--- src/rtl/rqks_pkg.sv ---
package rqks_pkg;

  localparam int MAX_POSITIONS_DEF = 512;
  localparam int COUNTER_BITS_DEF  = 32;
  localparam int KMER_SLOTS        = 1024;
  localparam int HIST_BINS         = 128;
  localparam int LEN_BITS          = 48;
  localparam int VAL_BITS          = 48;
  localparam int OUTQ_DEPTH        = 4;

  // table select codes
  localparam logic [3:0] TBL_Q30     = 4'd0;
  localparam logic [3:0] TBL_Q20     = 4'd1;
  localparam logic [3:0] TBL_CONTENT = 4'd2;
  localparam logic [3:0] TBL_QUALSUM = 4'd3;
  localparam logic [3:0] TBL_TOTBASE = 4'd4;
  localparam logic [3:0] TBL_TOTQUAL = 4'd5;
  localparam logic [3:0] TBL_KMER    = 4'd6;
  localparam logic [3:0] TBL_HIST    = 4'd7;
  localparam logic [3:0] TBL_TOTALS  = 4'd8;

  // rows of the totals table
  localparam logic [2:0] ROW_READS  = 3'd0;
  localparam logic [2:0] ROW_LENGTH = 3'd1;
  localparam logic [2:0] ROW_OVF    = 3'd2;

  // register indexes
  localparam logic [1:0] CFG_Q20 = 2'd0;
  localparam logic [1:0] CFG_Q30 = 2'd1;
  localparam logic [1:0] CFG_OFS = 2'd2;

  localparam logic [6:0] Q20_RST = 7'd53;
  localparam logic [6:0] Q30_RST = 7'd63;
  localparam logic [6:0] OFS_RST = 7'd33;

  localparam logic [7:0] CH_A = 8'h41;
  localparam logic [7:0] CH_T = 8'h54;
  localparam logic [7:0] CH_C = 8'h43;
  localparam logic [7:0] CH_G = 8'h47;

  localparam logic [2:0] KMER_RUN = 3'd5;

  typedef struct packed {
    logic                valid;
    logic                is_read;
    logic                cls_we;
    logic                pos_we;
    logic                kmer_we;
    logic                hist_we;
    logic                q30;
    logic                q20;
    logic [6:0]          score;
    logic [3:0]          tsel;
    logic                zero;
    logic                ovf;
    logic [VAL_BITS-1:0] scalar;
  } op_t;

endpackage

--- src/rtl/rqks_front.sv ---
module rqks_front
  import rqks_pkg::*;
#(
  parameter int MaxPos   = MAX_POSITIONS_DEF,
  parameter int WideBits = COUNTER_BITS_DEF + 8
) (
  input  logic                         clk,
  input  logic                         rst_n,
  input  logic                         cfg_we,
  input  logic [1:0]                   cfg_index,
  input  logic [6:0]                   cfg_wdata,
  input  logic                         acc,
  input  logic                         func,
  input  logic [7:0]                   base_char,
  input  logic [6:0]                   quality_char,
  input  logic                         last_of_read,
  input  logic [3:0]                   table_select,
  input  logic [2:0]                   row_index,
  input  logic [9:0]                   entry_index,
  output logic [$clog2(MaxPos)+2:0]    cls_ra,
  output logic [$clog2(MaxPos)-1:0]    pos_ra,
  output logic [9:0]                   kmer_ra,
  output logic [6:0]                   hist_ra,
  output logic [$clog2(MaxPos)+2:0]    cls_a_r,
  output logic [$clog2(MaxPos)-1:0]    pos_a_r,
  output logic [9:0]                   kmer_a_r,
  output logic [6:0]                   hist_a_r,
  output op_t                          op_r
);

  localparam int PA = $clog2(MaxPos);
  localparam int PW = $clog2(MaxPos + 1);
  localparam int CA = PA + 3;

  logic [6:0]          q20t_r, q30t_r, qofs_r;
  logic [PW-1:0]       pos_r, pos_nxt;
  logic [2:0]          run_r, run_nxt;
  logic [7:0]          prev_r, prev_nxt;
  logic [WideBits-1:0] reads_r, reads_nxt;
  logic [LEN_BITS-1:0] len_r, len_nxt;
  logic                ovf_r, ovf_nxt;
  op_t                 op_nxt;

  logic [PA+10:0] e_ext;
  logic           pos_ok_rd, pos_ok_acc;
  logic [2:0]     cls_sel;
  logic [PA-1:0]  p_use;
  logic           bvalid;
  logic [1:0]     bcode;
  logic [9:0]     code;
  logic [2:0]     run_inc;
  logic [6:0]     score;
  logic [VAL_BITS-1:0] scalar;
  logic           zero;

  always_ff @(posedge clk) begin
    if (!rst_n) begin
      q20t_r <= Q20_RST;
      q30t_r <= Q30_RST;
      qofs_r <= OFS_RST;
    end else if (cfg_we) begin
      case (cfg_index)
        CFG_Q20: q20t_r <= cfg_wdata;
        CFG_Q30: q30t_r <= cfg_wdata;
        CFG_OFS: qofs_r <= cfg_wdata;
        default: ;
      endcase
    end
  end

  always_comb begin
    e_ext      = (PA + 11)'(entry_index);
    pos_ok_rd  = e_ext < (PA + 11)'(MaxPos);
    pos_ok_acc = pos_r < PW'(MaxPos);
    cls_sel    = func ? row_index : base_char[2:0];
    p_use      = func ? e_ext[PA-1:0] : pos_r[PA-1:0];
    cls_ra     = CA'(cls_sel) * CA'(MaxPos) + CA'(p_use);
    pos_ra     = p_use;

    bvalid = 1'b1;
    case (base_char)
      CH_A:    bcode = 2'd0;
      CH_T:    bcode = 2'd1;
      CH_C:    bcode = 2'd2;
      CH_G:    bcode = 2'd3;
      default: begin
        bcode  = 2'd0;
        bvalid = 1'b0;
      end
    endcase
    code    = {prev_r, bcode};
    run_inc = (run_r < KMER_RUN) ? run_r + 3'd1 : run_r;
    kmer_ra = func ? entry_index : code;
    hist_ra = func ? entry_index[6:0] : quality_char;
    score   = (quality_char >= qofs_r) ? quality_char - qofs_r : 7'd0;

    case (row_index)
      ROW_READS:  scalar = VAL_BITS'(reads_r);
      ROW_LENGTH: scalar = len_r;
      ROW_OVF:    scalar = VAL_BITS'(ovf_r);
      default:    scalar = '0;
    endcase

    case (table_select)
      TBL_Q30, TBL_Q20, TBL_CONTENT, TBL_QUALSUM, TBL_TOTBASE, TBL_TOTQUAL:
        zero = !pos_ok_rd;
      TBL_KMER:   zero = 1'b0;
      TBL_HIST:   zero = |entry_index[9:7];
      TBL_TOTALS: zero = 1'b0;
      default:    zero = 1'b1;
    endcase

    op_nxt.valid   = acc;
    op_nxt.is_read = func;
    op_nxt.cls_we  = !func && pos_ok_acc;
    op_nxt.pos_we  = !func && pos_ok_acc;
    op_nxt.kmer_we = !func && bvalid && (run_inc == KMER_RUN);
    op_nxt.hist_we = !func;
    op_nxt.q30     = quality_char >= q30t_r;
    op_nxt.q20     = (quality_char >= q30t_r) || (quality_char >= q20t_r);
    op_nxt.score   = score;
    op_nxt.tsel    = table_select;
    op_nxt.zero    = zero;
    op_nxt.ovf     = ovf_r;
    op_nxt.scalar  = scalar;

    // per-read running state, advanced by accumulate transfers only
    pos_nxt   = pos_r;
    run_nxt   = run_r;
    prev_nxt  = prev_r;
    reads_nxt = reads_r;
    len_nxt   = len_r;
    ovf_nxt   = ovf_r;
    if (acc && !func) begin
      len_nxt = (&len_r) ? len_r : len_r + 1'b1;
      if (pos_ok_acc) begin
        pos_nxt = pos_r + 1'b1;
      end else begin
        ovf_nxt = 1'b1;
      end
      if (bvalid) begin
        run_nxt  = run_inc;
        prev_nxt = code[7:0];
      end else begin
        run_nxt = '0;
      end
      if (last_of_read) begin
        reads_nxt = (&reads_r) ? reads_r : reads_r + 1'b1;
        pos_nxt   = '0;
        run_nxt   = '0;
        prev_nxt  = '0;
      end
    end
  end

  always_ff @(posedge clk) begin
    if (!rst_n) begin
      pos_r   <= '0;
      run_r   <= '0;
      prev_r  <= '0;
      reads_r <= '0;
      len_r   <= '0;
      ovf_r   <= 1'b0;
      op_r    <= '0;
    end else begin
      pos_r   <= pos_nxt;
      run_r   <= run_nxt;
      prev_r  <= prev_nxt;
      reads_r <= reads_nxt;
      len_r   <= len_nxt;
      ovf_r   <= ovf_nxt;
      op_r    <= op_nxt;
    end
  end

  always_ff @(posedge clk) begin
    if (acc) begin
      cls_a_r  <= cls_ra;
      pos_a_r  <= pos_ra;
      kmer_a_r <= kmer_ra;
      hist_a_r <= hist_ra;
    end
  end

endmodule

--- config.mk ---
export PLATFORM = sky130hd
export DESIGN_NAME = rqks_front
export DESIGN_NICKNAME = d
export VERILOG_FILES = /design/src/rtl/rqks_pkg.sv /design/src/rtl/rqks_front.sv
export SDC_FILE = /design/constraint.sdc
export NUM_CORES = 1
export LEC_CHECK = 0
export BUFFER_PORTS_ARGS = -buffer_cell sky130_fd_sc_hd__buf_4
export CELL_PAD_IN_SITES_DETAIL_PLACEMENT = 0
export CELL_PAD_IN_SITES_GLOBAL_PLACEMENT = 1
export CORE_AREA = 10 10 162 164
export CTS_BUF_LIST = sky130_fd_sc_hd__clkbuf_8 sky130_fd_sc_hd__clkbuf_16
export DETAILED_ROUTE_END_ITERATION = 10
export DIE_AREA = 0 0 172 174
export PLACE_DENSITY = 0.95
export SYNTH_ARGS = -nofsm -noshare
export SYNTH_HDL_FRONTEND = slang
export SYNTH_SLANG_ARGS = --single-unit
--- constraint.sdc ---
create_clock -name clk -period 5.8 [get_ports clk]
set_clock_uncertainty 0.2 [all_clocks]
set_input_delay 1.16 -clock clk [delete_from_list [all_inputs] [get_ports clk]]
set_output_delay 1.16 -clock clk [all_outputs]
set_load 0.05 [all_outputs]
==> results by group <==
Finish
  • Fillcell total: 2,125
  • Area grow syn2layout: 22.4%
  • Diode count: 0
  • Layout cell share with drive strength beyond 1: 0.210
  • Post-route cell area: 0.0125 sq mm
  • Fin nets: 1,353

Clocking
  • CTS root buf: clkbuf_16
  • H-tree levels: 1
  • CTS clk-pin slew, worst paths: 0.06 ns
  • # hold bufs at CTS: 0
  • CTS Buf Count: 25
  • CTS resizes: 0
  • CTS tree: built
  • Clock latency on the worst-skew pair: 0.53 ns
  • Post-CTS setup buffer count: 0
  • Clk sinks: 228
  • CTS Buffer Depth: 3

Synth
  • Post-synthesis sequential area ratio: 0.474
  • Top-area cell type share of the netlist area: 0.389
  • Mapped Area: 0.0102 sq mm
  • Mapped Avg Cell Area: 9.08 sq um
  • Synth top area cells: dfxtp_1, edfxtp_1, nor2_1
  • Syn. warnings: 0
  • Asr flop ratio synth: 0
  • Post-synth EDFFs: 29
  • Post-synth top flop: dfxtp_1
  • Synthesized net count: 1,201
  • Synth cell count leaders: dfxtp_1, nor2_1, nand2_1
  • Post-synth cell types: 70
  • Synth area leader: dfxtp_1
  • Synth Instances: 1,128
  • #FFs+latches synth: 228
  • Most common cell in the synthesized netlist: dfxtp_1

Pwr
  • Max IR drop VDD: 0.229 mV
  • Static leakage power: 4.82 nW
  • Net Switching: 0.000968 W
  • Int Pwr: 0.00266 W
  • Comb pwr share: 0.114
  • PwrDens: 290 mW/mm^2
  • Clk pwr share: 0.433
  • Post-layout total power: 0.00363 W
  • Sw frac: 0.267
  • Seq pwr share: 0.454

Critical path
  • CP Depth: 5
  • CP endpoint kind: primary output
  • Slowest-stage cell, CP: nor4b_1
  • Critical-path maximum fanout: 3
  • Crit path max-delay family: simple AND/OR/NAND/NOR gates
  • Buf+Inv Stages, Crit Path: 2
  • Crit. Startpoint: base_char[3]
  • Cells along the critical path: buf_4 -> nor4b_1 -> nand3_1 -> o21ai_0 -> buf_4
  • Critical path startpoint category: input pin
  • Setup CP Type: in2out
  • R2R Path Start: reads_r[2]
  • Crit path required time: 4.44 ns
  • Cell repeated most along the worst path: buf_4
  • Critical Path Max Stage Delay: 0.56 ns
  • Arr. time, crit path: 2.61 ns
  • Worst reg2reg path depth: 6

GRT
  • Antenna violations before repair: 0
  • Grt total ovfl: 0
  • Global-route wire length before repair: 44.9 mm
  • All-Layer GR Usage: 0.183
  • Largest net degree at the start of global routing: 54
  • Vias in the first global route: 8,182

Min path
  • Hold crit path type: reg2reg
  • Hold Crit Start: q30t_r[6]
  • Hold path depth: 2

Floorplanning
  • Die Width: 172 um
  • Initial core utilization: 0.443
  • Die ar.: 0.0299 sq mm
  • Std cell rows: 56
  • Core Area: 0.0231 sq mm
  • Top-Level Pins: 192
  • Chip height: 174 um

Place
  • Detailed placer's ending HPWL: 20.5 mm
  • Final Wtd Congestion: 0.881
  • DP Area: 0.0117 sq mm
  • Post-Place Setup Slack: 1.91 ns
  • PortBufs: 191

Flow run
  • Max Cap Viol: 0

Outcome
  • Status: finished, final reports clean

Timing
  • Fin crit period: 3.97 ns
  • Finish-stage setup viols: 0
  • Fin worst setup slack: 1.83 ns
  • Final worst-path cycle share: 0.684
  • Max transition margin: 0.465
  • Slew Viols, Final: 0
  • Setup TNS: 0 ns
  • Final hold vios: 0
  • Unrepaired setup endpoints after global routing: false
  • Achievable clock frequency: 252 MHz
  • Worst-Margin Slew: 0.797 ns

Detailed routing
  • DRC Markers: 0
  • Detailed-route wire length: 28.4 mm
  • First-pass detailed-route iteration total: 5
  • DR iter-0 viols: 563
  • DR vias/cell: 5.48
  • Vias: 8,700
  • WL/cell: 17.9 um
  • ANT nets after route: 0
registers in the layout (all words and copies together) (netlist names), 8 cells and up:
name      cells
cls_a_r      12
kmer_a_r     10
len_r        48
op_r         68
pos_r        10
prev_r        8
reads_r      40
metal layers:
metal  wire, um  vias up  share of wire  GRT usage
met5          0        -              0          0
met4        492        0          0.017     0.0464
met3       1810       32          0.064     0.0288
met2      13800      244           0.49      0.304
met1      12300     4137           0.43      0.240
li1           -     4287              -          -
final cells by class:
class | count | area [sq um] | share of cell area
well taps | 290 | 363 | 0.0290
inverters | 59 | 221 | 0.0177
clock inverters | 18 | 165 | 0.0132
multi-input cells | 769 | 4800 | 0.383
flip-flops and latches | 228 | 4850 | 0.387
repair buffers | 197 | 1480 | 0.118
clock buffers | 27 | 653 | 0.0521
path summary, 6_finish.rpt:
kind                 endpoint  slack (ns)
setup / recovery   kmer_ra[1]        1.83
hold / removal      q30t_r[6]        0.26
setup reg to reg  reads_r[10]        3.02
hold reg to reg     q30t_r[6]        0.26
kinds of logic after synthesis:
kind of cell / synth area share
simple gates: 0.228
flops: 0.474
fa+ha+maj: 0.0325
buf+inv: 0.0585
xor+xnor: 0.0428
compound gates: 0.144
mux: 0.0200
worst register-to-register path, delay by kind of cell, from the launching register on:
| family | cells | cell delay [ns] |
|---|---|---|
| compound gates | 3 | 1.08 |
| simple gates | 3 | 0.93 |
| flops | 1 | 0.48 |
stage by stage:
stage	utilization	cells	hold slack [ns]
global placement	0.507	1543	0.246
global route	0.542	1588	0.298
CTS	0.542	1588	0.260
finish	0.542	1588	0.257
detailed placement	0.507	1543	0.252
floorplan	-	1128	0.236
power groups by stage:
stage | sequential [W] | clock (W) | combinational, W
floorplan | 0.00176 | 0 | 0.000191
global placement | 0.00168 | 0 | 0.000410
detailed placement | 0.00168 | 0 | 0.000415
CTS | 0.00165 | 0.00160 | 0.000415
global route | 0.00165 | 0.00167 | 0.000438
finish | 0.00165 | 0.00157 | 0.000413
placed cells by master, fill, tap and decap left out, types with 4 or more instances in the layout:
master / synthesis / final
a211oi_1: 6 / 6
a21o_1: 4 / 4
a21oi_1: 62 / 62
a22oi_1: 45 / 45
and2_1: 12 / 12
and3_1: 19 / 19
and4_1: 10 / 10
buf_4: 21 / 197
clkbuf_16: 0 / 25
dfxtp_1: 199 / 199
edfxtp_1: 29 / 29
ha_1: 25 / 25
inv_1: 59 / 63
mux2_2: 4 / 4
mux2i_1: 16 / 16
nand2_1: 81 / 81
nand2b_1: 15 / 15
nand3_1: 37 / 37
nand4_1: 27 / 27
nor2_1: 134 / 134
nor2b_1: 6 / 6
nor3_1: 18 / 17
nor3_2: 3 / 4
nor3b_1: 5 / 4
nor4_2: 5 / 5
o211ai_1: 15 / 15
o21ai_0: 64 / 64
o21ai_1: 9 / 9
o31ai_1: 6 / 6
or3_1: 29 / 29
or4_1: 8 / 8
xnor2_1: 37 / 37
xor2_1: 13 / 13
Note: power is estimated with default switching activity, not from simulation.
