## src/rtl/rqks_pkg.sv

```systemverilog
package rqks_pkg;

  localparam int MAX_POSITIONS_DEF = 512;
  localparam int COUNTER_BITS_DEF  = 32;
  localparam int KMER_SLOTS        = 1024;
  localparam int HIST_BINS         = 128;
  localparam int LEN_BITS          = 48;
  localparam int VAL_BITS          = 48;
  localparam int OUTQ_DEPTH        = 4;

  // table select codes
  localparam logic [3:0] TBL_Q30     = 4'd0;
  localparam logic [3:0] TBL_Q20     = 4'd1;
  localparam logic [3:0] TBL_CONTENT = 4'd2;
  localparam logic [3:0] TBL_QUALSUM = 4'd3;
  localparam logic [3:0] TBL_TOTBASE = 4'd4;
  localparam logic [3:0] TBL_TOTQUAL = 4'd5;
  localparam logic [3:0] TBL_KMER    = 4'd6;
  localparam logic [3:0] TBL_HIST    = 4'd7;
  localparam logic [3:0] TBL_TOTALS  = 4'd8;

  // rows of the totals table
  localparam logic [2:0] ROW_READS  = 3'd0;
  localparam logic [2:0] ROW_LENGTH = 3'd1;
  localparam logic [2:0] ROW_OVF    = 3'd2;

  // register indexes
  localparam logic [1:0] CFG_Q20 = 2'd0;
  localparam logic [1:0] CFG_Q30 = 2'd1;
  localparam logic [1:0] CFG_OFS = 2'd2;

  localparam logic [6:0] Q20_RST = 7'd53;
  localparam logic [6:0] Q30_RST = 7'd63;
  localparam logic [6:0] OFS_RST = 7'd33;

  localparam logic [7:0] CH_A = 8'h41;
  localparam logic [7:0] CH_T = 8'h54;
  localparam logic [7:0] CH_C = 8'h43;
  localparam logic [7:0] CH_G = 8'h47;

  localparam logic [2:0] KMER_RUN = 3'd5;

  typedef struct packed {
    logic                valid;
    logic                is_read;
    logic                cls_we;
    logic                pos_we;
    logic                kmer_we;
    logic                hist_we;
    logic                q30;
    logic                q20;
    logic [6:0]          score;
    logic [3:0]          tsel;
    logic                zero;
    logic                ovf;
    logic [VAL_BITS-1:0] scalar;
  } op_t;

endpackage

```

## src/rtl/rqks_back.sv

```systemverilog
module rqks_back
  import rqks_pkg::*;
#(
  parameter int MaxPos   = MAX_POSITIONS_DEF,
  parameter int CntBits  = COUNTER_BITS_DEF,
  parameter int WideBits = COUNTER_BITS_DEF + 8
) (
  input  logic                                clk,
  input  logic                                rst_n,
  input  op_t                                 op,
  input  logic [$clog2(MaxPos)+2:0]           cls_a,
  input  logic [$clog2(MaxPos)-1:0]           pos_a,
  input  logic [9:0]                          kmer_a,
  input  logic [6:0]                          hist_a,
  input  logic [3*CntBits+WideBits-1:0]       cls_rd,
  input  logic [CntBits+WideBits-1:0]         pos_rd,
  input  logic [CntBits-1:0]                  kmer_rd,
  input  logic [WideBits-1:0]                 hist_rd,
  output logic                                cls_we,
  output logic [$clog2(MaxPos)+2:0]           cls_wa,
  output logic [3*CntBits+WideBits-1:0]       cls_wd,
  output logic                                pos_we,
  output logic [$clog2(MaxPos)-1:0]           pos_wa,
  output logic [CntBits+WideBits-1:0]         pos_wd,
  output logic                                kmer_we,
  output logic [9:0]                          kmer_wa,
  output logic [CntBits-1:0]                  kmer_wd,
  output logic                                hist_we,
  output logic [6:0]                          hist_wa,
  output logic [WideBits-1:0]                 hist_wd,
  output logic                                res_valid,
  output logic [VAL_BITS-1:0]                 res_value,
  output logic                                res_ovf,
  output logic                                clearing
);

  localparam int PA    = $clog2(MaxPos);
  localparam int CA    = PA + 3;
  localparam int CLS_N = 8 * MaxPos;
  localparam int CLR_N = (CLS_N > KMER_SLOTS) ? CLS_N : KMER_SLOTS;
  localparam int CW    = $clog2(CLR_N);
  localparam int CLS_W = 3 * CntBits + WideBits;
  localparam int POS_W = CntBits + WideBits;

  logic          clearing_r;
  logic [CW-1:0] clr_r;

  // last write of each memory, for a read issued in the same cycle
  logic             cf_v_r, pf_v_r, kf_v_r, hf_v_r;
  logic [CA-1:0]    cf_a_r;
  logic [PA-1:0]    pf_a_r;
  logic [9:0]       kf_a_r;
  logic [6:0]       hf_a_r;
  logic [CLS_W-1:0] cf_d_r;
  logic [POS_W-1:0] pf_d_r;
  logic [CntBits-1:0]  kf_d_r;
  logic [WideBits-1:0] hf_d_r;

  logic [CLS_W-1:0]    cls_cur, cls_new;
  logic [POS_W-1:0]    pos_cur, pos_new;
  logic [CntBits-1:0]  kmer_cur, kmer_new;
  logic [WideBits-1:0] hist_cur, hist_new;
  logic [CntBits-1:0]  c30, c20, cct, pcnt;
  logic [WideBits-1:0] cqs, pqs;
  logic [WideBits:0]   cqs_sum, pqs_sum;
  logic                acc_op;

  assign clearing = clearing_r;

  always_ff @(posedge clk) begin
    if (!rst_n) begin
      clearing_r <= 1'b1;
      clr_r      <= '0;
    end else if (clearing_r) begin
      clr_r <= clr_r + 1'b1;
      if (clr_r == CW'(CLR_N - 1)) begin
        clearing_r <= 1'b0;
      end
    end
  end

  always_comb begin
    acc_op   = op.valid && !op.is_read;
    cls_cur  = (cf_v_r && cf_a_r == cls_a)  ? cf_d_r : cls_rd;
    pos_cur  = (pf_v_r && pf_a_r == pos_a)  ? pf_d_r : pos_rd;
    kmer_cur = (kf_v_r && kf_a_r == kmer_a) ? kf_d_r : kmer_rd;
    hist_cur = (hf_v_r && hf_a_r == hist_a) ? hf_d_r : hist_rd;

    {c30, c20, cct, cqs} = cls_cur;
    {pcnt, pqs}          = pos_cur;

    cqs_sum = {1'b0, cqs} + (WideBits + 1)'(op.score);
    pqs_sum = {1'b0, pqs} + (WideBits + 1)'(op.score);

    cls_new = {(op.q30 && !(&c30)) ? c30 + 1'b1 : c30,
               (op.q20 && !(&c20)) ? c20 + 1'b1 : c20,
               (&cct) ? cct : cct + 1'b1,
               cqs_sum[WideBits] ? {WideBits{1'b1}} : cqs_sum[WideBits-1:0]};
    pos_new = {(&pcnt) ? pcnt : pcnt + 1'b1,
               pqs_sum[WideBits] ? {WideBits{1'b1}} : pqs_sum[WideBits-1:0]};
    kmer_new = (&kmer_cur) ? kmer_cur : kmer_cur + 1'b1;
    hist_new = (&hist_cur) ? hist_cur : hist_cur + 1'b1;

    if (clearing_r) begin
      cls_we  = (CW + 1)'(clr_r) < (CW + 1)'(CLS_N);
      pos_we  = (CW + 1)'(clr_r) < (CW + 1)'(MaxPos);
      kmer_we = (CW + 1)'(clr_r) < (CW + 1)'(KMER_SLOTS);
      hist_we = (CW + 1)'(clr_r) < (CW + 1)'(HIST_BINS);
      cls_wa  = clr_r[CA-1:0];
      pos_wa  = clr_r[PA-1:0];
      kmer_wa = clr_r[9:0];
      hist_wa = clr_r[6:0];
      cls_wd  = '0;
      pos_wd  = '0;
      kmer_wd = '0;
      hist_wd = '0;
    end else begin
      cls_we  = acc_op && op.cls_we;
      pos_we  = acc_op && op.pos_we;
      kmer_we = acc_op && op.kmer_we;
      hist_we = acc_op && op.hist_we;
      cls_wa  = cls_a;
      pos_wa  = pos_a;
      kmer_wa = kmer_a;
      hist_wa = hist_a;
      cls_wd  = cls_new;
      pos_wd  = pos_new;
      kmer_wd = kmer_new;
      hist_wd = hist_new;
    end

    res_valid = op.valid && op.is_read;
    res_ovf   = op.ovf;
    case (op.tsel)
      TBL_Q30:     res_value = VAL_BITS'(c30);
      TBL_Q20:     res_value = VAL_BITS'(c20);
      TBL_CONTENT: res_value = VAL_BITS'(cct);
      TBL_QUALSUM: res_value = VAL_BITS'(cqs);
      TBL_TOTBASE: res_value = VAL_BITS'(pcnt);
      TBL_TOTQUAL: res_value = VAL_BITS'(pqs);
      TBL_KMER:    res_value = VAL_BITS'(kmer_cur);
      TBL_HIST:    res_value = VAL_BITS'(hist_cur);
      TBL_TOTALS:  res_value = op.scalar;
      default:     res_value = '0;
    endcase
    if (op.zero) begin
      res_value = '0;
    end
  end

  always_ff @(posedge clk) begin
    if (!rst_n) begin
      cf_v_r <= 1'b0;
      pf_v_r <= 1'b0;
      kf_v_r <= 1'b0;
      hf_v_r <= 1'b0;
    end else begin
      cf_v_r <= cls_we;
      pf_v_r <= pos_we;
      kf_v_r <= kmer_we;
      hf_v_r <= hist_we;
    end
  end

  always_ff @(posedge clk) begin
    cf_a_r <= cls_wa;
    cf_d_r <= cls_wd;
    pf_a_r <= pos_wa;
    pf_d_r <= pos_wd;
    kf_a_r <= kmer_wa;
    kf_d_r <= kmer_wd;
    hf_a_r <= hist_wa;
    hf_d_r <= hist_wd;
  end

endmodule

```

## config.mk

```make
export PLATFORM = sky130hd
export DESIGN_NAME = rqks_back
export DESIGN_NICKNAME = d
export VERILOG_FILES = /design/src/rtl/rqks_pkg.sv /design/src/rtl/rqks_back.sv
export SDC_FILE = /design/constraint.sdc
export NUM_CORES = 1
export LEC_CHECK = 0
export BUFFER_PORTS_ARGS = -buffer_cell sky130_fd_sc_hd__buf_2
export CORE_MARGIN = 2
export CORE_UTILIZATION = 29
export DETAILED_ROUTE_END_ITERATION = 8
export PLACE_DENSITY_LB_ADDON = 0.2
export SYNTH_ARGS = -nofsm -noshare
export SYNTH_HDL_FRONTEND = slang
export SYNTH_SLANG_ARGS = --single-unit
export TNS_END_PERCENT = 50
```

## constraint.sdc

```tcl
create_clock -name clk -period 5.9 [get_ports clk]
set_clock_uncertainty 0.2 [all_clocks]
set_input_delay 0.295 -clock clk [delete_from_list [all_inputs] [get_ports clk]]
set_output_delay 0.295 -clock clk [all_outputs]
set_load 0.05 [all_outputs]
```

==> summary.md, run 1 <==
| Metric | Value |
|---|---|
| GRT overflow | 0 |
| Sequential element share of the synthesized area | 0.277 |
| First-pass GRT wire length | 205000 um |
| Clk_lat worst skew | 0.61 ns |
| Crit end category | output pin |
| Post-synth EDFFs | 0 |
| DR iter-0 viols | 2451 |
| Placed Area | just under 0.03 mm2 |
| Area fraction of the dominant cell type after synthesis | 0.277 |
| Hold depth | 4 |
| Core Footprint | around 0.082 mm2 |
| Die W | 293 um |
| Synth top area cells | dfxtp_1, mux2i_1, xnor2_1, nor2_1, nand2_1 |
| Clk buf depth | 3 |
| Final Hold Slack | between 0.015 and 0.02 ns |
| Cts bufs inserted | 45 |
| Multiplexer area fraction after synthesis | 0.142 |
| # port buffers | roughly 760 |
| Cells along the critical path | dlygate4sd3_1 > buf_2 > xnor2_1 > nand4_1 > buf_4 > or3_2 > nand2_1 > nand2_1 > ha_1 > a21o_1 > a21oi_1 > nand2b_1 > a211o_1 > a211o_1 > nor3_1 > xor2_1 > a21oi_1 > clkbuf_4 |
| Rows | 105 |
| CTS Root Cell | clkbuf_16 |
| TritonRoute pass-1 iters | 6 |
| Clock slew at reported path FFs | 0.06 ns |
| Largest net degree at the start of global routing | 182 |
| FF+latch count, synth | 335 |
| Share of cells above drive strength 1 | 0.253 |
| Slowest CP cell | or3_2 |
| DIE AREA | roughly 0.086 mm2 |
| Primary FF master, synth | dfxtp_1 |
| Type of the most critical hold path | input port to flop |
| Compound-Gate Fraction of Synth Area | 0.141 |
| Post-route ant nets | 0 |
| Max Slew Vio Count | 0 |
| Height of the die | between 200 and 300 um |
| Largest area contributor in the synthesized netlist | dfxtp_1 |
| CTS tree | done |
| Startpoint type of the worst setup path | input port |
| Area grow syn2layout | 32.1% |
| Post-synthesis cell area | 0.0242 mm2 |
| WL final | around 150000 um |
| Max Cap Viol | 0 |
| Initial antenna violation count | 51 |
| Adder-cell share of the synthesized area | 0.0136 |
| Slew @ Worst Pin | 1.26 ns |
| Ports | around 760 |
| Top-count cell post-synth | nor2_1 |
| Combinational family with the most area after synthesis | simple AND/OR/NAND/NOR gates |
| RSZ-0062 raised after global routing | yes |
| Post-synthesis simple-gate area fraction | 0.280 |
| Async S/R FF share, synth | 0 |
| Yosys warns | 0 |
| Tmin final | 5.73 ns |
| Reg2reg path depth | 14 |
| Final Hold Fails | 0 |
| Initial Util | 0.294 |
| Cells after synthesis | around 3100 |
| Routed vias/inst | approximately 5.6 |
| Dpl hpwl | 122000 um |
| Number of H-tree levels | 2 |
| Placed Cells | 4865 |
| Routed wire per std cell | 29.5 um |
| CP Max Fanout | 11 |
| Setup_tns | 0 ns |
| VDD IR-drop max | 186 uV |
| Vias in the first global route | between 20000 and 30000 |
| Status | finished, final reports clean |
| F_max | between 150 and 200 MHz |
| Filler Cell Count | 8758 |
| Vias | 28300 |
| Final cell count without fillers | 5052 |
| Post-Syn Area per Cell | 7.71 um2 |
| Top cells by count, synth | nor2_1, dfxtp_1, nand2_1, mux2i_1, nand3_1 |
| Critical path type | input port to output pin |
| Synth Area in XOR/XNOR | 0.103 |
| Leak Pwr | about 15 nW |
| Setup violations, final | 0 |
| Yosys cell types | 83 |
| Tcrit/Tclk final | 0.971 |
| Overall Global Routing Usage | 0.330 |
| Total power | 6.29 mW |
| WP data required | ~5.4 ns |
| Clock sinks | 335 |
| Nets | 4344 |
| Power per standard cell area | 197 mW/mm2 |
| Rel. slew slack | 0.137 |
| Slowest cell delay on critical path | 0.58 ns |
| DR DRC count | 0 |
| Final instance area | 0.0319 mm2 |
| WP data arrival | around 5.2 ns |
| Gp weighted congestion | approximately 0.96 |
| Net Count, Synth | between 3000 and 4000 |
[cells in the final DEF (no fill, tap or decap), types with 45 or more instances in the layout]
master and n:
xnor2_1 164, and3_1 89, o22ai_1 79, nor2_1 355
dfxtp_1 334, mux2i_1 286, nand4_1 118, dlygate4sd3_1 80
o21ai_0 102, nand3_1 178, nand2_1 326, clkbuf_16 45
xor2_1 121, nor3_1 115, mux2_2 45, buf_2 730
a21oi_1 158, inv_1 72, buf_4 68
[stage by stage]
stage | utilization | setup slack [ns]
floorplan | - | 0.279
global placement | 0.358 | 0.758
detailed placement | 0.358 | 0.668
CTS | 0.386 | 0.0526
global route | 0.388 | -0.0533
finish | 0.388 | 0.171
[critical path, delay by kind of cell]
kind	cells	cell delay, ns
compound gates	5	1.44
xor+xnor	2	0.31
fa+ha+maj	1	0.29
buf+inv	4	1.29
simple gates	6	1.60
[flip-flops by register name, summed over array words and instances, names as in the netlist, 7 cells and up]
signal and flops:
kf_a_r 10, cf_a_r 12, pf_d_r 72, cf_d_r 136
hf_d_r 40, clr_r 12, pf_a_r 9, kf_d_r 32
hf_a_r 7
[path summary, 6_finish.rpt]
kind / from / end / slack [ns]
max: pos_a[3] / pos_wd[35] / 0.17
min reg2reg: clr_r[1] / clr_r[1] / 0.36
max reg2reg: cf_a_r[4] / cf_d_r[134] / 1.32
min: cls_rd[79] / cf_d_r[79] / 0.02
[where the power goes]
| group | internal [mW] | leakage, nW | switching, mW |
|---|---|---|---|
| clock | 1.75 | 0.753 | 1.18 |
| sequential | 2.27 | 2.70 | 0.00569 |
| combinational | 0.367 | 11.3 | 0.719 |
[area by class of cell]
class,count,area (um2),share of cell area
repair buffers,910,5510,0.172
clock inverters,16,234,0.00732
diodes,20,50.0,0.00157
multi-input cells,2564,16500,0.518
flip-flops and latches,335,6710,0.210
inverters,74,278,0.00869
clock buffers,63,1290,0.0405
well taps,1070,1340,0.0419
[repair_timing]
item                                    in CTS  in global routing
gates resized for setup                      0                 16
buffers inserted                             0                  7
hold buffers                                80                  0
hold endpoints to repair                    89                  0
endpoints found under the setup margin       0                 56
[logic make-up after synthesis]
family          count (synthesis)
simple gates                 1382
mux                           335
flops                         335
buf+inv                       238
fa+ha+maj                      25
xor+xnor                      285
compound gates                536
[per-layer routing]
layer | wire [um] | global-route usage | vias up
li1 | - | - | 13000
met1 | 58900 | 0.401 | 13600
met2 | 70300 | 0.558 | 1362
met3 | 13800 | 0.0892 | 286
met4 | 6010 | 0.119 | 48
met5 | 318 | 0 | -
Note: power is estimated with default switching activity, not from simulation.
==> run 2, diff against run 1 <==
--- a/config.mk
+++ b/config.mk
@@ -6,9 +6,9 @@
 export NUM_CORES = 1
 export LEC_CHECK = 0
 export BUFFER_PORTS_ARGS = -buffer_cell sky130_fd_sc_hd__buf_2
-export CORE_MARGIN = 2
-export CORE_UTILIZATION = 29
+export CORE_AREA = 2 2 300 302
 export DETAILED_ROUTE_END_ITERATION = 8
+export DIE_AREA = 0 0 302 304
 export PLACE_DENSITY_LB_ADDON = 0.2
 export SYNTH_ARGS = -nofsm -noshare
 export SYNTH_HDL_FRONTEND = slang
==> run 2 against run 1 <==
Combinational power hardly changed. First-iteration DRC count is 7.1% lower. Sequential share of layout area is 0.20 points lower. Worst hold slack worse by 0.0099 ns.
==> summary.md, run 2 (synthesis gave the netlist of run 1 again) <==
| Metric | Value |
|---|---|
| Startpoint type of the worst setup path | input port |
| Hold endpoint | cf_d_r[110] |
| Core Footprint | 0.0890 mm2 (+8.1%) |
| Tmin final | 5.69 ns (-0.0354 ns) |
| Clock sinks | 335 (unchanged) |
| CTS Root Cell | clkbuf_16 |
| TritonRoute pass-1 iters | 6 (unchanged) |
| Height of the die | 304 um (+3.8%) |
| WL final | 152000 um (+1.8%) |
| Gp weighted congestion | 0.955 (-0.62%) |
| Rows | 110 (+4.8%) |
| Vias in the first global route | 27500 (-0.084%) |
| Leak Pwr | 14.9 nW (+0.79%) |
| Final cell count without fillers | 5188 (+2.7%) |
| Vias | 28300 (+0.057%) |
| Max Slew Vio Count | 0 (unchanged) |
| Largest net degree at the start of global routing | 166 (-8.8%) |
| Filler Cell Count | 9587 (+9.5%) |
| RSZ-0062 raised after global routing | no |
| DR DRC count | 0 (unchanged) |
| Number of H-tree levels | 2 (unchanged) |
| Cells along the critical path | dlygate4sd3_1 > buf_2 > xnor2_1 > nand4_1 > or4_4 > buf_12 > mux2i_1 > inv_1 > ha_1 > clkinv_1 > nor4_4 > or4_4 > nor4_1 > nor3_1 > buf_2 |
| Post-route ant nets | 0 (unchanged) |
| Share of cells above drive strength 1 | 0.253 (+0.000546) |
| Sw frac | 0.310 (+0.00642) |
| Area grow syn2layout | 33.4% |
| Cts bufs inserted | 47 (+4.4%) |
| Power per standard cell area | 200 mW/mm2 (+1.6%) |
| WP data arrival | 5.20 ns (-0.03 ns) |
| GRT overflow | 0 (unchanged) |
| Dpl hpwl | 125000 um (+3.1%) |
| Setup slack, reg-to-reg | 1.31 ns (about the same) |
| Type of the most critical hold path | input port to flop |
| Hold depth | 4 (unchanged) |
| Setup violations, final | 0 (unchanged) |
| F_max | 176 MHz (+0.62%) |
| Placed Cells | 4980 (+2.4%) |
| DIE AREA | 0.0918 mm2 (+7.1%) |
| Cell Int Power | 4.45 mW (+1.6%) |
| Reg2reg path depth | 17 (+3) |
| Clock slew at reported path FFs | 0.06 ns (about the same) |
| Reg2reg start | cf_a_r[9] |
| Clock power share | 0.476 (+0.010) |
| Initial antenna violation count | 53 (+3.9%) |
| Final Hold Fails | 0 (unchanged) |
| Rel. slew slack | 0.0389 (-0.0982) |
| Slowest cell delay on critical path | 0.75 ns (+0.17 ns) |
| Clk_lat worst skew | 0.62 ns (about the same) |
| Final Core Density | 0.362 (-0.0257) |
| Share of power burned in registers | 0.353 (-0.009) |
| First-pass GRT wire length | 209000 um (+2.1%) |
| WP data required | 5.41 ns (about the same) |
| Nets | 4366 (+0.51%) |
| Ports | 762 (unchanged) |
| Critical path type | input port to output pin |
| Final instance area | 0.0322 mm2 (+0.94%) |
| Slew @ Worst Pin | 1.41 ns (+0.147 ns) |
| DR iter-0 viols | 2278 (-7.1%) |
| Biggest register | cf_d_r |
| Biggest regs | cf_d_r: 136 flops, pf_d_r: 72 flops, hf_d_r: 40 flops |
| Die W | 302 um (+3.2%) |
| CTS tree | done |
| Commonest non-fill, non-tap cell in the layout | buf_2 |
| Tcrit/Tclk final | 0.965 (-0.00599) |
| Overall Global Routing Usage | 0.317 (-0.0132) |
| Hold path startpoint | cls_rd[110] |
| Routed vias/inst | 5.46 (-2.6%) |
| CP Max Fanout | 37 (+26) |
| VDD IR-drop max | 189 uV (+1.6%) |
| Routed wire per std cell | 29.3 um (-0.87%) |
| Placed Area | 0.0296 mm2 (+0.36%) |
| Max reg flops | 136 (unchanged) |
| R2r endpoint | cf_d_r[16] |
| Most frequent cells in the layout | buf_2, nor2_1, dfxtp_1, nand2_1, mux2i_1 |
| Psw | 2.00 mW (+4.7%) |
| # port buffers | 759 (unchanged) |
| Crit end category | output pin |
| Slowest CP cell | or4_4 |
| Setup_tns | 0 ns (unchanged) |
| Max Cap Viol | 0 (unchanged) |
| Power share of the combinational group | 0.171 (-0.002) |
| Status | finished, final reports clean |
| Clk buf depth | 3 (unchanged) |
| Initial Util | 0.272 (-0.0220) |
==> run 2: stage by stage <==
stage	total power [mW]	setup WS, ns	hold WS, ns
floorplan	2.82	0.279	0.217
global placement	3.36	0.770	0.337
detailed placement	3.36	0.741	0.343
CTS	6.49	0.186	0.000577
global route	6.64	0.0109	0.0336
finish	6.45	0.206	0.00840
==> run 2: worst max-delay path by stage <==
stage	depth (start not counted)	to	slack, ns	from
final	15	cls_wd[101]	0.21	cls_a[3]
after CTS	20	cls_wd[37]	0.19	cls_a[9]
after global routing	20	cls_wd[8]	0.01	cls_a[9]
after detailed placement	19	cls_wd[37]	0.74	cls_a[9]
after floorplan	21	cls_wd[16]	0.28	cls_a[3]
after global placement	14	cls_wd[101]	0.77	cls_a[9]
==> run 2: cell type report <==
type / instances / area, um2 / area share
Tap cell: 1176 / 1470 / 0.0456
Clock buffer: 58 / 1270 / 0.0393
Antenna cell: 23 / 57.6 / 0.00178
Multi-Input combinational cell: 2563 / 16500 / 0.512
Sequential cell: 335 / 6710 / 0.208
Inverter: 74 / 278 / 0.00861
Clock inverter: 28 / 357 / 0.0111
Timing Repair Buffer: 931 / 5600 / 0.174
==> run 2: timing repair <==
action                                  in CTS  in global routing
endpoints found under the setup margin       0                 35
hold buffers                                99                  0
resized for setup                            0                  6
setup buffers                                0                  0
hold endpoints to repair                   106                  0
==> run 2: power groups by stage <==
| stage | clock (mW) | combinational (mW) | sequential (mW) |
|---|---|---|---|
| floorplan | 0 | 0.496 | 2.33 |
| global placement | 0 | 1.04 | 2.33 |
| detailed placement | 0 | 1.03 | 2.33 |
| CTS | 3.12 | 1.09 | 2.28 |
| global route | 3.20 | 1.16 | 2.28 |
| finish | 3.07 | 1.10 | 2.28 |
==> run 2: critical path: cells and delay by family <==
| family | cells | cell delay, ns |
|---|---|---|
| buffers and inverters | 6 | 1.81 |
| adders and majority gates | 1 | 0.25 |
| and+or+nand+nor | 6 | 2.45 |
| muxes | 1 | 0.18 |
| xor gates and xnor gates | 1 | 0.15 |
==> run 2: metal layers <==
layer | vias up | global-route usage | routed length (um)
met2 | 1229 | 0.535 | 71700
met3 | 279 | 0.0771 | 12500
met5 | - | 0 | 371
met4 | 58 | 0.0956 | 5330
met1 | 13700 | 0.396 | 62100
li1 | 13100 | - | -
