[config.mk]
export PLATFORM = sky130hd
export DESIGN_NAME = rqks_outq_flat
export DESIGN_NICKNAME = d
export VERILOG_FILES = /design/src/rtl/rqks_pkg.sv /design/src/rtl/rqks_if.sv /design/src/rtl/rqks_outq.sv /design/src/flat_wrapper.sv
export SDC_FILE = /design/constraint.sdc
export NUM_CORES = 1
export LEC_CHECK = 0
export BUFFER_PORTS_ARGS = -buffer_cell sky130_fd_sc_hd__clkbuf_2
export CAP_MARGIN = 20
export CORE_ASPECT_RATIO = 0.5
export CORE_MARGIN = 4
export CORE_UTILIZATION = 45
export DETAILED_ROUTE_END_ITERATION = 16
export MAX_ROUTING_LAYER = met4
export PLACE_DENSITY_LB_ADDON = 0.12
export SLEW_MARGIN = 40
export SYNTH_ARGS = -nofsm -noshare
export SYNTH_HDL_FRONTEND = slang
export SYNTH_SLANG_ARGS = --single-unit
export TNS_END_PERCENT = 30
[constraint.sdc]
create_clock -name clk -period 2.5 [get_ports clk]
set_input_delay 0.5 -clock clk [delete_from_list [all_inputs] [get_ports clk]]
set_output_delay 0.5 -clock clk [all_outputs]
set_load 0.02 [all_outputs]
[src/rtl/rqks_pkg.sv]
package rqks_pkg;

  localparam int MAX_POSITIONS_DEF = 512;
  localparam int COUNTER_BITS_DEF  = 32;
  localparam int KMER_SLOTS        = 1024;
  localparam int HIST_BINS         = 128;
  localparam int LEN_BITS          = 48;
  localparam int VAL_BITS          = 48;
  localparam int OUTQ_DEPTH        = 4;

  // table select codes
  localparam logic [3:0] TBL_Q30     = 4'd0;
  localparam logic [3:0] TBL_Q20     = 4'd1;
  localparam logic [3:0] TBL_CONTENT = 4'd2;
  localparam logic [3:0] TBL_QUALSUM = 4'd3;
  localparam logic [3:0] TBL_TOTBASE = 4'd4;
  localparam logic [3:0] TBL_TOTQUAL = 4'd5;
  localparam logic [3:0] TBL_KMER    = 4'd6;
  localparam logic [3:0] TBL_HIST    = 4'd7;
  localparam logic [3:0] TBL_TOTALS  = 4'd8;

  // rows of the totals table
  localparam logic [2:0] ROW_READS  = 3'd0;
  localparam logic [2:0] ROW_LENGTH = 3'd1;
  localparam logic [2:0] ROW_OVF    = 3'd2;

  // register indexes
  localparam logic [1:0] CFG_Q20 = 2'd0;
  localparam logic [1:0] CFG_Q30 = 2'd1;
  localparam logic [1:0] CFG_OFS = 2'd2;

  localparam logic [6:0] Q20_RST = 7'd53;
  localparam logic [6:0] Q30_RST = 7'd63;
  localparam logic [6:0] OFS_RST = 7'd33;

  localparam logic [7:0] CH_A = 8'h41;
  localparam logic [7:0] CH_T = 8'h54;
  localparam logic [7:0] CH_C = 8'h43;
  localparam logic [7:0] CH_G = 8'h47;

  localparam logic [2:0] KMER_RUN = 3'd5;

  typedef struct packed {
    logic                valid;
    logic                is_read;
    logic                cls_we;
    logic                pos_we;
    logic                kmer_we;
    logic                hist_we;
    logic                q30;
    logic                q20;
    logic [6:0]          score;
    logic [3:0]          tsel;
    logic                zero;
    logic                ovf;
    logic [VAL_BITS-1:0] scalar;
  } op_t;

endpackage

[src/rtl/rqks_if.sv]


interface rqks_out_if;
  import rqks_pkg::*;
  logic                valid;
  logic                ready;
  logic [VAL_BITS-1:0] read_value;
  logic                overflow_seen;

  modport source (output valid, read_value, overflow_seen, input ready);
  modport sink   (input valid, read_value, overflow_seen, output ready);
endinterface

[src/rtl/rqks_outq.sv]
module rqks_outq
  import rqks_pkg::*;
(
  input  logic                clk,
  input  logic                rst_n,
  input  logic                push,
  input  logic [VAL_BITS-1:0] push_value,
  input  logic                push_ovf,
  output logic [2:0]          count,
  rqks_out_if.source          out_ch
);

  localparam int AW = $clog2(OUTQ_DEPTH);

  logic [VAL_BITS:0] q_r [OUTQ_DEPTH];
  logic [AW-1:0]     wp_r, rp_r;
  logic [2:0]        cnt_r, cnt_nxt;
  logic              pop;

  assign pop                = out_ch.valid && out_ch.ready;
  assign out_ch.valid       = cnt_r != 3'd0;
  assign out_ch.read_value  = q_r[rp_r][VAL_BITS:1];
  assign out_ch.overflow_seen = q_r[rp_r][0];
  assign count              = cnt_r;

  always_comb begin
    cnt_nxt = cnt_r + 3'(push) - 3'(pop);
  end

  always_ff @(posedge clk) begin
    if (!rst_n) begin
      wp_r  <= '0;
      rp_r  <= '0;
      cnt_r <= '0;
    end else begin
      cnt_r <= cnt_nxt;
      if (push) begin
        wp_r <= wp_r + 1'b1;
      end
      if (pop) begin
        rp_r <= rp_r + 1'b1;
      end
    end
  end

  always_ff @(posedge clk) begin
    if (push) begin
      q_r[wp_r] <= {push_value, push_ovf};
    end
  end

endmodule

[src/flat_wrapper.sv]
// flat-port wrapper written by rule: the top's interface ports become plain ports
module rqks_outq_flat import rqks_pkg::*;
  (clk, rst_n, push, push_value, push_ovf, count, out_ch_valid, out_ch_read_value, out_ch_overflow_seen, out_ch_ready);
  rqks_out_if out_ch_i ();
  input  logic clk;
  input  logic rst_n;
  input  logic push;
  input  logic [VAL_BITS-1:0] push_value;
  input  logic push_ovf;
  output logic [2:0] count;
  output wire logic [$bits(out_ch_i.valid)-1:0] out_ch_valid;
  output wire logic [$bits(out_ch_i.read_value)-1:0] out_ch_read_value;
  output wire logic [$bits(out_ch_i.overflow_seen)-1:0] out_ch_overflow_seen;
  input wire logic [$bits(out_ch_i.ready)-1:0] out_ch_ready;
  assign out_ch_valid = out_ch_i.valid;
  assign out_ch_read_value = out_ch_i.read_value;
  assign out_ch_overflow_seen = out_ch_i.overflow_seen;
  assign out_ch_i.ready = out_ch_ready;
  rqks_outq u_core (.clk(clk), .rst_n(rst_n), .push(push), .push_value(push_value), .push_ovf(push_ovf), .count(count), .out_ch(out_ch_i));
endmodule
==> metrics.md, run 1 <==
| Metric | Value |
|---|---|
| CTS Buf Count | 19 |
| Final hold vios | 0 |
| Critical path buffer and inverter count | 2 |
| Syn avg cell area | 25.2 um2 |
| Syn_nets | 360 |
| Detailed-route DRC error count | 0 |
| ANT nets after route | 0 |
| Worst R2R Path Depth | 7 |
| Tcrit/Tclk final | 96.1% |
| Initial antenna violation count | 0 |
| Slew HR | 67.3% |
| Worst reg2reg path startpoint | u_core.count[1] |
| Max Fanout on Critical Path | 25 |
| WHS Endpoint | u_core.q_r[3][42] |
| CP peak stage delay | 0.59 ns |
| First-pass GRT wire length | 21.0 mm |
| Top sig layer | met4 |
| Leak | 0.00308 uW |
| Die area | 0.0191 mm2 |
| CTS tree | yes |
| Vias | 3391 |
| Yosys Warn Count | 0 |
| DRT iter0 DRCs | 210 |
| Worst endpoint data arrival time | 1.90 ns |
| # Post-CTS Setup Buffers | 0 |
| H-tree Lvls | 1 |
| Gr usage total | 15.1% |
| PD cells | 945 mW/mm2 |
| Final TNS setup | 0 ns |
| Status | finished, final reports clean |
| Crit Path Category | flip-flop to primary output |
| Met1 WL | 6.12 mm |
| Max_cap viols | 0 |
| IO buf count | 105 |
| Min cycle time layout | 2.40 ns |
| Crit end category | primary output |
| Slew Limit Fails | 0 |
| HPWL after DPL | 8.31 mm |
| Seq cells post-synth | 205 |
| Hold Path Class | primary input to flip-flop |
| Hold path depth | 1 |
| Post-synth cell types | 22 |
| FP Rows | 33 |
| Final setup violation count | 0 |
| Core footprint | 0.0164 mm2 |
| Clk sink count | 205 |
| RSZ-0062 raised after global routing | false |
| Pre-Repair DR Iteration Count | 4 |
| Clock Skew | 0.00907 ns |
| Reg2Reg Setup Slack | 0.42 ns |
| Crit-path slowest cell | mux4_1 |
| Die extent in x | 191 um |
| # fillers | 1323 |
| Boundary pin count | 106 |
| DR WL/cell | 20.5 um |
| Reg2Reg Capture Point | u_core.count[2] |
| Diodes inserted | 0 |
| Metal3 WL | 747 um |
| Nets | 486 |
| Post-synthesis sequential area ratio | 80.2% |
| Synth Instances | 300 |
| Vias per std cell | 5.11 |
| Clock slew at reported path FFs | 0.07 ns |
| CP required | 2.00 ns |
| Final Wtd Congestion | 0.738 |
| CP delay by family, top | multiplexers |
| Slew @ Worst Pin | 0.485 ns |
| CP cell instances | buf_16, mux4_1, clkbuf_2 |
| Die Y | 99.7 um |
| Worst-Skew Late Latency | 0.47 ns |
| CTS root buf | clkbuf_16 |
| Total wire length | 13.6 mm |
| Largest net degree at the start of global routing | 50 |
| Initial Utilization | 46.0% |
| Bufs on Longest Clock Path | 3 |
| Vias in the first global route | 3702 |
| DR WL met2 | 6.53 mm |
| Total grt overflow | 0 |
| Maximum clock rate | 416 MHz |
| Share of post-route cells with drive strength above 1 | 43.9% |
| Pre-CTS setup slack | 0.379 ns |
| Worst setup SP type | flip-flop |
| Mapped Area | 0.00756 mm2 |
| Final setup margin | 0.0982 ns |
| Peak VDD IR | 0.000516 V |
| HP Start | push_value[41] |
| Synth-to-layout area growth | 18.7% |
[final cells by class]
cell class / instances / area (um2) / share of cell area, %
clock buffers: 26 / 502 / 5.59
inverters: 6 / 22.5 / 0.251
clock inverters: 6 / 52.6 / 0.586
repair buffers: 116 / 661 / 7.36
multi-input cells: 78 / 1380 / 15.4
flip-flops and latches: 205 / 6070 / 67.6
well taps: 227 / 284 / 3.16
[repair_timing]
item,4_1_cts,5_1_grt
gates cloned,1,0
pin swaps,0,0
setup endpoints to repair,4,24
gates resized for setup,1,1
hold buffers,0,0
[placed cells by master (no fill, tap or decap), drive strengths merged]
cell	instances
edfxtp	196
inv	6
dfxtp	9
mux2i	4
clkbuf	131
o311ai	1
xor2	1
buf	11
nor2b	1
clkinv	5
mux4	49
ha	6
xnor3	1
and2	8
nand2b	2
o31a	1
or3	1
fa	1
nand2	2
bufinv	1
[through the flow]
stage | hold WS [ns] | cell area [um2] | instances | util [%] | power, uW
after global placement | 0.458 | 8390 | 631 | 51.0 | 5850
after CTS | 0.231 | 8980 | 664 | 54.6 | 8620
final | 0.249 | 8970 | 664 | 54.6 | 8480
after global routing | 0.224 | 8970 | 664 | 54.6 | 8890
after detailed placement | 0.479 | 8390 | 631 | 51.0 | 5910
after floorplan | 0.449 | 7560 | 300 | - | 5390
[report_power, final]
part	total [uW]	switching [uW]	internal, uW
clock	2630	1120	1500
sequential	4050	83.6	3970
combinational	1810	999	807
total	8480	2210	6280
[sequential cells by signal, summed over array words and instances (netlist names), named ones only]
| register | flops |
|---|---|
| u_core.q_r | 196 |
| u_core.count | 3 |
| u_core.rp_r | 2 |
| u_core.wp_r | 2 |
[worst max path at each step]
stage	endpoint	slack, ns	start	depth (start not counted)
floorplan	u_core.q_r[2][0]	0.38	u_core.wp_r[0]	3
global placement	out_ch_read_value[0]	0.48	flip-flop	3
detailed placement	u_core.count[2]	0.38	out_ch_ready	8
CTS	out_ch_read_value[14]	0.005	flip-flop	3
global route	out_ch_read_value[0]	0.005	flip-flop	3
finish	out_ch_read_value[0]	0.1	flip-flop	3
[kinds of logic (layout without fill, tap and decap cells)]
group,count (synthesis),in the layout,synth area share (%)
adders and majority gates,7,7,1.26
xor gates and xnor gates,2,2,0.414
muxes,53,53,15.2
and+or+nand+nor,14,14,1.09
buffers and inverters,17,154,1.56
AOI/OAI and AO/OA,2,2,0.232
DFF,205,205,80.2
[Yosys cell counts]
library cell    n  area share [%]
edfxtp_1      196              78
mux4_2         47              14
dfxtp_1         9             2.4
and2_1          8            0.66
ha_1            6            0.99
inv_1           6            0.30
mux2i_1         4            0.53
buf_1           3            0.15
buf_4           3            0.30
buf_12          2            0.53
buf_2           2            0.13
mux4_1          2            0.70
nand2_1         2           0.099
nand2b_1        2            0.17
buf_6           1            0.15
fa_1            1            0.26
nor2b_1         1           0.083
o311ai_0        1            0.12
o31a_1          1            0.12
or3_1           1           0.083
xnor3_1         1            0.30
xor2_1          1            0.12
[per-layer routing]
layer,GRT usage [%],up-vias
met4,2.92,0
met1,20.6,1767
li1,-,1518
met3,4.00,21
met5,-,-
met2,23.4,85
Note: power is estimated with default switching activity, not from simulation.
==> run 2: changes to the inputs <==
CORE_UTILIZATION = 57   (was 45)
==> run 2 against run 1 <==
Compared with the run above:
- cell count decreased by 8.1%
- register-to-register slack about the same
- first-iteration DRC count increased by 34%
- final area increased by 0.17%
- flip-flop and latch count unchanged
- sequential power about the same
- clock-buffer cell count decreased by 3
- maximum frequency increased by 0.28%
- combinational power about the same
- power increased by 0.89%
- via count increased by 2.9%
- critical path type unchanged
- highest routed layer unchanged
==> metrics.md, run 2 (synthesis results as in run 1) <==
| Metric | Value |
|---|---|
| Core footprint | 0.0128 mm2 (was 0.0164 mm2) |
| DRT iter0 DRCs | 281 (was 210) |
| CTS tree | yes (unchanged) |
| Status | finished, final reports clean (unchanged) |
| Nets | 488 (was 486) |
| Crit-path slowest cell | mux4_1 (unchanged) |
| Max reg flops | 196 (unchanged) |
| First-pass GRT wire length | 20.7 mm (was 21.0 mm) |
| Max Fanout on Critical Path | 17 (was 25) |
| CP required | 2.00 ns (about the same) |
| Maximum clock rate | 418 MHz (was 416 MHz) |
| Hold Slack | 0.239 ns (was 0.249 ns) |
| Slew @ Worst Pin | 0.421 ns (was 0.485 ns) |
| Die Y | 89.4 um (was 99.7 um) |
| Worst endpoint data arrival time | 1.90 ns (about the same) |
| Synth-to-layout area growth | 18.9% (was 18.7%) |
| Leak | 0.00312 uW (was 0.00308 uW) |
| Die area | 0.0153 mm2 (was 0.0191 mm2) |
| Worst setup SP type | flip-flop (unchanged) |
| CP cell instances | buf_12, mux4_1, clkbuf_2 (was buf_16, mux4_1, clkbuf_2) |
| Final Wtd Congestion | 0.683 (was 0.738) |
| Max_cap viols | 0 (unchanged) |
| Min cycle time layout | 2.40 ns (about the same) |
| Gr usage total | 18.8% (was 15.1%) |
| Final setup violation count | 0 (unchanged) |
| Worst-Skew Late Latency | 0.47 ns (about the same) |
| Critical path buffer and inverter count | 2 (unchanged) |
| Final hold vios | 0 (unchanged) |
| ANT nets after route | 0 (unchanged) |
| CP peak stage delay | 0.60 ns (was 0.59 ns) |
| HPWL after DPL | 8.17 mm (was 8.31 mm) |
| Crit Path Category | flip-flop to primary output (unchanged) |
| Largest net degree at the start of global routing | 50 (unchanged) |
| CP delay by family, top | multiplexers (unchanged) |
| CTS Buf Count | 18 (was 19) |
| Detailed-route DRC error count | 0 (unchanged) |
| Clock slew at reported path FFs | 0.07 ns (about the same) |
| Clock Skew | 0.0171 ns (was 0.00907 ns) |
| Vias per std cell | 5.72 (was 5.11) |
| Boundary pin count | 106 (unchanged) |
| RSZ-0062 raised after global routing | false (unchanged) |
| Share of post-route cells with drive strength above 1 | 45.1% (was 43.9%) |
| Most flops, register | u_core.q_r (unchanged) |
| Vias in the first global route | 3677 (was 3702) |
| Highest-count cells in the layout ignoring fill and taps | 196 x edfxtp_1, 105 x clkbuf_2, 47 x mux4_2 (unchanged) |
| Hold-fix buffers at CTS | 0 (unchanged) |
| Bufs on Longest Clock Path | 3 (unchanged) |
| Total power | 8560 uW (was 8480 uW) |
| Vias | 3490 (was 3391) |
| CTS root buf | clkbuf_16 (unchanged) |
| IO buf count | 105 (unchanged) |
| Initial Utilization | 59.0% (was 46.0%) |
| Clk sink count | 205 (unchanged) |
| Slew HR | 71.6% (was 67.3%) |
| Most common cell after layout, fill and taps aside | edfxtp_1 (unchanged) |
| Tcrit/Tclk final | 95.8% (was 96.1%) |
| Total wire length | 13.3 mm (was 13.6 mm) |
| FP Rows | 29 (was 33) |
| Final TNS setup | 0 ns (unchanged) |
| Total grt overflow | 0 (unchanged) |
| Hold Path Class | primary input to flip-flop (unchanged) |
| Peak VDD IR | 0.000720 V (was 0.000516 V) |
| DR WL/cell | 21.8 um (was 20.5 um) |
| Pre-Repair DR Iteration Count | 4 (unchanged) |
| Die extent in x | 171 um (was 191 um) |
| H-tree Lvls | 1 (unchanged) |
| PD cells | 952 mW/mm2 (was 945 mW/mm2) |
| Initial antenna violation count | 1 (was 0) |
| Crit end category | primary output (unchanged) |
| Slew Limit Fails | 0 (unchanged) |
run 2: changes by cell type in the layout (fill, tap and decap cells not counted):
cell      before  now
diode_2        0    1
buf_12         1    7
clkbuf_8       0    3
buf_4          8    7
clkbuf_1       7    1
clkinv_1       2    4
buf_16         2    0
run 2: cell type report:
cell class	instances	area, um2
Clock inverter	8	60.1
Timing Repair Buffer	119	718
Sequential cell	205	6070
Inverter	6	22.5
Antenna cell	1	2.50
Clock buffer	23	520
Fill cell	790	3820
Multi-Input combinational cell	78	1380
Tap cell	170	213
run 2: path summary, 6_finish.rpt:
check | from | slack (ns) | endpoint | cells after the start
hold / removal | push_value[16] | 0.24 | u_core.q_r[0][17] | 1
hold reg to reg | u_core.rp_r[0] | 0.51 | u_core.rp_r[0] | 2
setup / recovery | flip-flop | 0.10 | out_ch_read_value[0] | 3
setup reg to reg | u_core.count[1] | 0.41 | u_core.count[2] | 7
run 2: timing repair:
item,CTS,global route
setup buffers,0,4
endpoints found under the setup margin,0,2
gates resized for setup,0,0
run 2: report_power, final:
group          leakage (uW)  switching [uW]  internal (uW)
registers           0.00188             101           3970
clock network      0.000289            1120           1570
logic              0.000954             979            830
run 2: stage by stage:
stage,setup WS [ns],util [%],instance area (um2),instances
after floorplan,0.378,-,7560,300
after global placement,0.485,65.4,8380,574
after detailed placement,0.384,65.4,8380,574
after CTS,0.0205,69.9,8960,605
after global routing,0.0196,70.2,8990,610
final,0.105,70.2,8990,610
run 2: routing by layer:
layer,vias to the layer above,GRT usage [%],part of all wire (%)
met1,1837,24.9,42
met2,108,30.9,51
li1,1527,-,-
met5,-,-,0
met3,18,4.59,5.9
met4,0,3.95,1.3
==> run 3: changes to the inputs <==
ABC_AREA = 1   (was unset)
SETUP_SLACK_MARGIN = 0.1   (was unset)
==> run 3 against run 2 <==
Compared with the run above:
- final area increased by 0.15%
- critical endpoint is now out_ch_read_value[8]
- critical path depth increased by 1
- global-route usage increased by 0.78 points
- die area increased by 1.9%
- largest cell class unchanged
- clock skew decreased by 0.0018 ns
==> metrics.md, run 3 <==
| Metric | Value |
|---|---|
| Commonest cells in the synthesized netlist | 196 x edfxtp_1, 103 x nor2_1, 95 x o21ai_0 (was 196 x edfxtp_1, 47 x mux4_2, 9 x dfxtp_1) |
| Clk sink count | 205 (unchanged) |
| HP Start | push_value[7] (was push_value[16]) |
| CTS Buf Count | 18 (unchanged) |
| Initial Utilization | 59.6% (was 59.0%) |
| HPWL after DPL | 8.69 mm (was 8.17 mm) |
| Tcrit/Tclk final | 94.3% (was 95.8%) |
| Top FF cell, synth | edfxtp_1 (unchanged) |
| Internal power | 5980 uW (was 6360 uW) |
| CP required | 2.00 ns (about the same) |
| Min cycle time layout | 2.36 ns (was 2.40 ns) |
| Die Y | 90.3 um (was 89.4 um) |
| Max_cap viols | 0 (unchanged) |
| Die area | 0.0156 mm2 (was 0.0153 mm2) |
| RSZ-0062 raised after global routing | true (was false) |
| Total wire length | 15.1 mm (was 13.3 mm) |
| Final hold vios | 0 (unchanged) |
| Mux share of post-synthesis cell area | 0% (was 15.2%) |
| Final Wtd Congestion | 0.719 (was 0.683) |
| Synth Area in Simple Gates | 5.82% (was 1.09%) |
| DR WL/cell | 18.2 um (was 21.8 um) |
| Most numerous cell in the Yosys netlist | edfxtp_1 (unchanged) |
| Vias in the first global route | 4658 (was 3677) |
| Number of enable flip-flop cells after synthesis | 196 (unchanged) |
| Slew HR | 69.0% (was 71.6%) |
| Vias per std cell | 5.58 (was 5.72) |
| Status | finished, final reports clean (unchanged) |
| Reg2Reg Setup Slack | 0.76 ns (was 0.41 ns) |
| Most common cell after layout, fill and taps aside | edfxtp_1 (unchanged) |
| Hold Path Class | primary input to flip-flop (unchanged) |
| Top post-synthesis cells by area | edfxtp_1 76%, o21ai_0 6.2%, nor2_1 5.0% (was edfxtp_1 78%, mux4_2 14%, dfxtp_1 2.4%) |
| XOR/XNOR Fraction of Synth Area | 0% (was 0.414%) |
| Total power | 8620 uW (was 8560 uW) |
| # fillers | 907 (was 790) |
| Detailed-route DRC error count | 0 (unchanged) |
| Yosys Warn Count | 0 (unchanged) |
| Async set-reset flop share out of synthesis | 0% (unchanged) |
| Sw frac | 30.6% (was 25.6%) |
| FP Rows | 29 (unchanged) |
| Total grt overflow | 0 (unchanged) |
| Most flops, register | u_core.q_r (unchanged) |
| Crit Path Category | flip-flop to primary output (unchanged) |
| Pre-CTS setup slack | 0.498 ns (was 0.384 ns) |
| Syn avg cell area | 14.4 um2 (was 25.2 um2) |
| DRT iter0 DRCs | 457 (was 281) |
| Slew @ Worst Pin | 0.464 ns (was 0.421 ns) |
| WHS Endpoint | u_core.q_r[1][8] (was u_core.q_r[0][17]) |
| Largest net degree at the start of global routing | 50 (unchanged) |
| Worst R2R Path Depth | 8 (was 7) |
| Synth Area in Adders | 1.23% (was 1.26%) |
| Area leader, netlist | edfxtp_1 (unchanged) |
| Worst setup SP type | flip-flop (unchanged) |
| Core footprint | 0.0130 mm2 (was 0.0128 mm2) |
| Compound-gate portion of the synthesized area | 10.9% (was 0.232%) |
| Max Fanout on Critical Path | 45 (was 17) |
| IO buf count | 105 (unchanged) |
| Syn_nets | 594 (was 360) |
| Final setup violation count | 0 (unchanged) |
| Post-synth top area share | 76.3% (was 77.8%) |
| First-pass GRT wire length | 23.9 mm (was 20.7 mm) |
| Clock slew at reported path FFs | 0.06 ns (was 0.07 ns) |
| Leak | 0.00327 uW (was 0.00312 uW) |
| Boundary pin count | 106 (unchanged) |
| PD cells | 958 mW/mm2 (was 952 mW/mm2) |
| Peak VDD IR | 0.000816 V (was 0.000720 V) |
| Worst reg2reg path startpoint | u_core.count[1] (unchanged) |
| Gr usage total | 19.6% (was 18.8%) |
| Synth Instances | 534 (was 300) |
| Seq cells post-synth | 205 (unchanged) |
| ANT nets after route | 0 (unchanged) |
| Synth-to-layout area growth | 16.7% (was 18.9%) |
| Nets | 707 (was 488) |
| Post-synth cell types | 21 (was 22) |
| Max reg flops | 196 (unchanged) |
| Maximum clock rate | 424 MHz (was 418 MHz) |
| Main combinational cell family by area after synthesis | compound AO/OA/AOI/OAI gates (was multiplexers) |
| H-tree Lvls | 1 (unchanged) |
| CTS tree | yes (unchanged) |
| Diodes inserted | 0 (was 1) |
| Slew Limit Fails | 0 (unchanged) |
| Pre-Repair DR Iteration Count | 4 (unchanged) |
| Final setup margin | 0.144 ns (was 0.105 ns) |
| Hold path depth | 1 (unchanged) |
| Final TNS setup | 0 ns (unchanged) |
| Share of post-route cells with drive strength above 1 | 23.1% (was 45.1%) |
| Bufs on Longest Clock Path | 3 (unchanged) |
| Vias | 4621 (was 3490) |
| Initial antenna violation count | 0 (was 1) |
| Register share of total power | 46.7% (was 47.5%) |
| Die extent in x | 173 um (was 171 um) |
| Combinational power share | 24.4% (was 21.1%) |
| Hold Slack | 0.236 ns (was 0.239 ns) |
| Post-synthesis sequential area ratio | 78.6% (was 80.2%) |
| Clk pwr share | 28.8% (was 31.4%) |
| Reg2Reg Capture Point | u_core.count[2] (unchanged) |
| CTS root buf | clkbuf_16 (unchanged) |
| Worst-Skew Late Latency | 0.48 ns (was 0.47 ns) |
| Worst endpoint data arrival time | 1.86 ns (was 1.90 ns) |
| Highest-count cells in the layout ignoring fill and taps | 196 x edfxtp_1, 105 x clkbuf_2, 103 x nor2_1 (was 196 x edfxtp_1, 105 x clkbuf_2, 47 x mux4_2) |
| Crit end category | primary output (unchanged) |
| Switching Power | 2640 uW (was 2200 uW) |
| Clock Skew | 0.0153 ns (was 0.0171 ns) |
| Mapped Area | 0.00771 mm2 (was 0.00756 mm2) |
-- run 3: worst max-delay path by stage --
stage / start / to / slack (ns) / depth (start not counted)
after floorplan: u_core.wp_r[0] / u_core.q_r[2][0] / 0.55 / 4
after global placement: flip-flop / out_ch_read_value[41] / 0.52 / 5
after detailed placement: flip-flop / out_ch_read_value[42] / 0.50 / 5
after CTS: flip-flop / out_ch_read_value[8] / 0.14 / 4
after global routing: flip-flop / out_ch_read_value[8] / 0.08 / 4
final: flip-flop / out_ch_read_value[8] / 0.14 / 4
-- run 3: power groups by stage --
stage | Sequential, uW | Combinational [uW] | Clock [uW]
after floorplan | 4090 | 1400 | 0
after global placement | 4110 | 2040 | 0
after detailed placement | 4110 | 2080 | 0
after CTS | 4030 | 2120 | 2550
after global routing | 4040 | 2320 | 2680
final | 4030 | 2110 | 2490
-- run 3: cells by family (layout without fill, tap and decap cells) --
logic type,count (synthesis),count (layout)
DFF,205,205
AOI/OAI and AO/OA,155,155
and+or+nand+nor,119,119
buffers and inverters,48,172
adders and majority gates,7,7
-- run 3: stage by stage --
stage | std cells | cell area, um2 | util (%)
6_report | 828 | 9000 | 69.5
3_5_place_dp | 795 | 8450 | 65.2
4_1_cts | 827 | 8990 | 69.4
3_3_place_gp | 795 | 8450 | 65.2
5_1_grt | 828 | 9000 | 69.5
2_1_floorplan | 534 | 7710 | -
-- run 3: critical path, cell delays in order, from the launching register on --
cell	delay, ns
dfxtp_4	0.48
buf_12	0.26
o21ai_0	0.13
o22ai_1	0.27
clkbuf_2	0.23
-- run 3: final cells by class --
type	instances	area, um2	area share (%)
inverter	17	80.1	0.889
tap	170	213	2.36
timing repair buffer	124	734	8.16
sequential	205	6070	67.4
multi-input combinational	281	1380	15.4
clock inverter	8	31.3	0.347
clock buffer	23	490	5.45
-- run 3: repair_timing --
item / in CTS / in global routing
hold buffers: 0 / 0
buffers inserted: 1 / 1
endpoints found under the setup margin: 31 / 7
gates resized for setup: 3 / 1
-- run 3: per-layer routing --
layer | vias up | global-route usage [%] | part of all wire [%]
li1 | 2216 | - | -
met3 | 24 | 4.35 | 5.3
met5 | - | - | 0
met2 | 131 | 31.0 | 47
met1 | 2250 | 26.7 | 46
met4 | 0 | 4.45 | 1.6
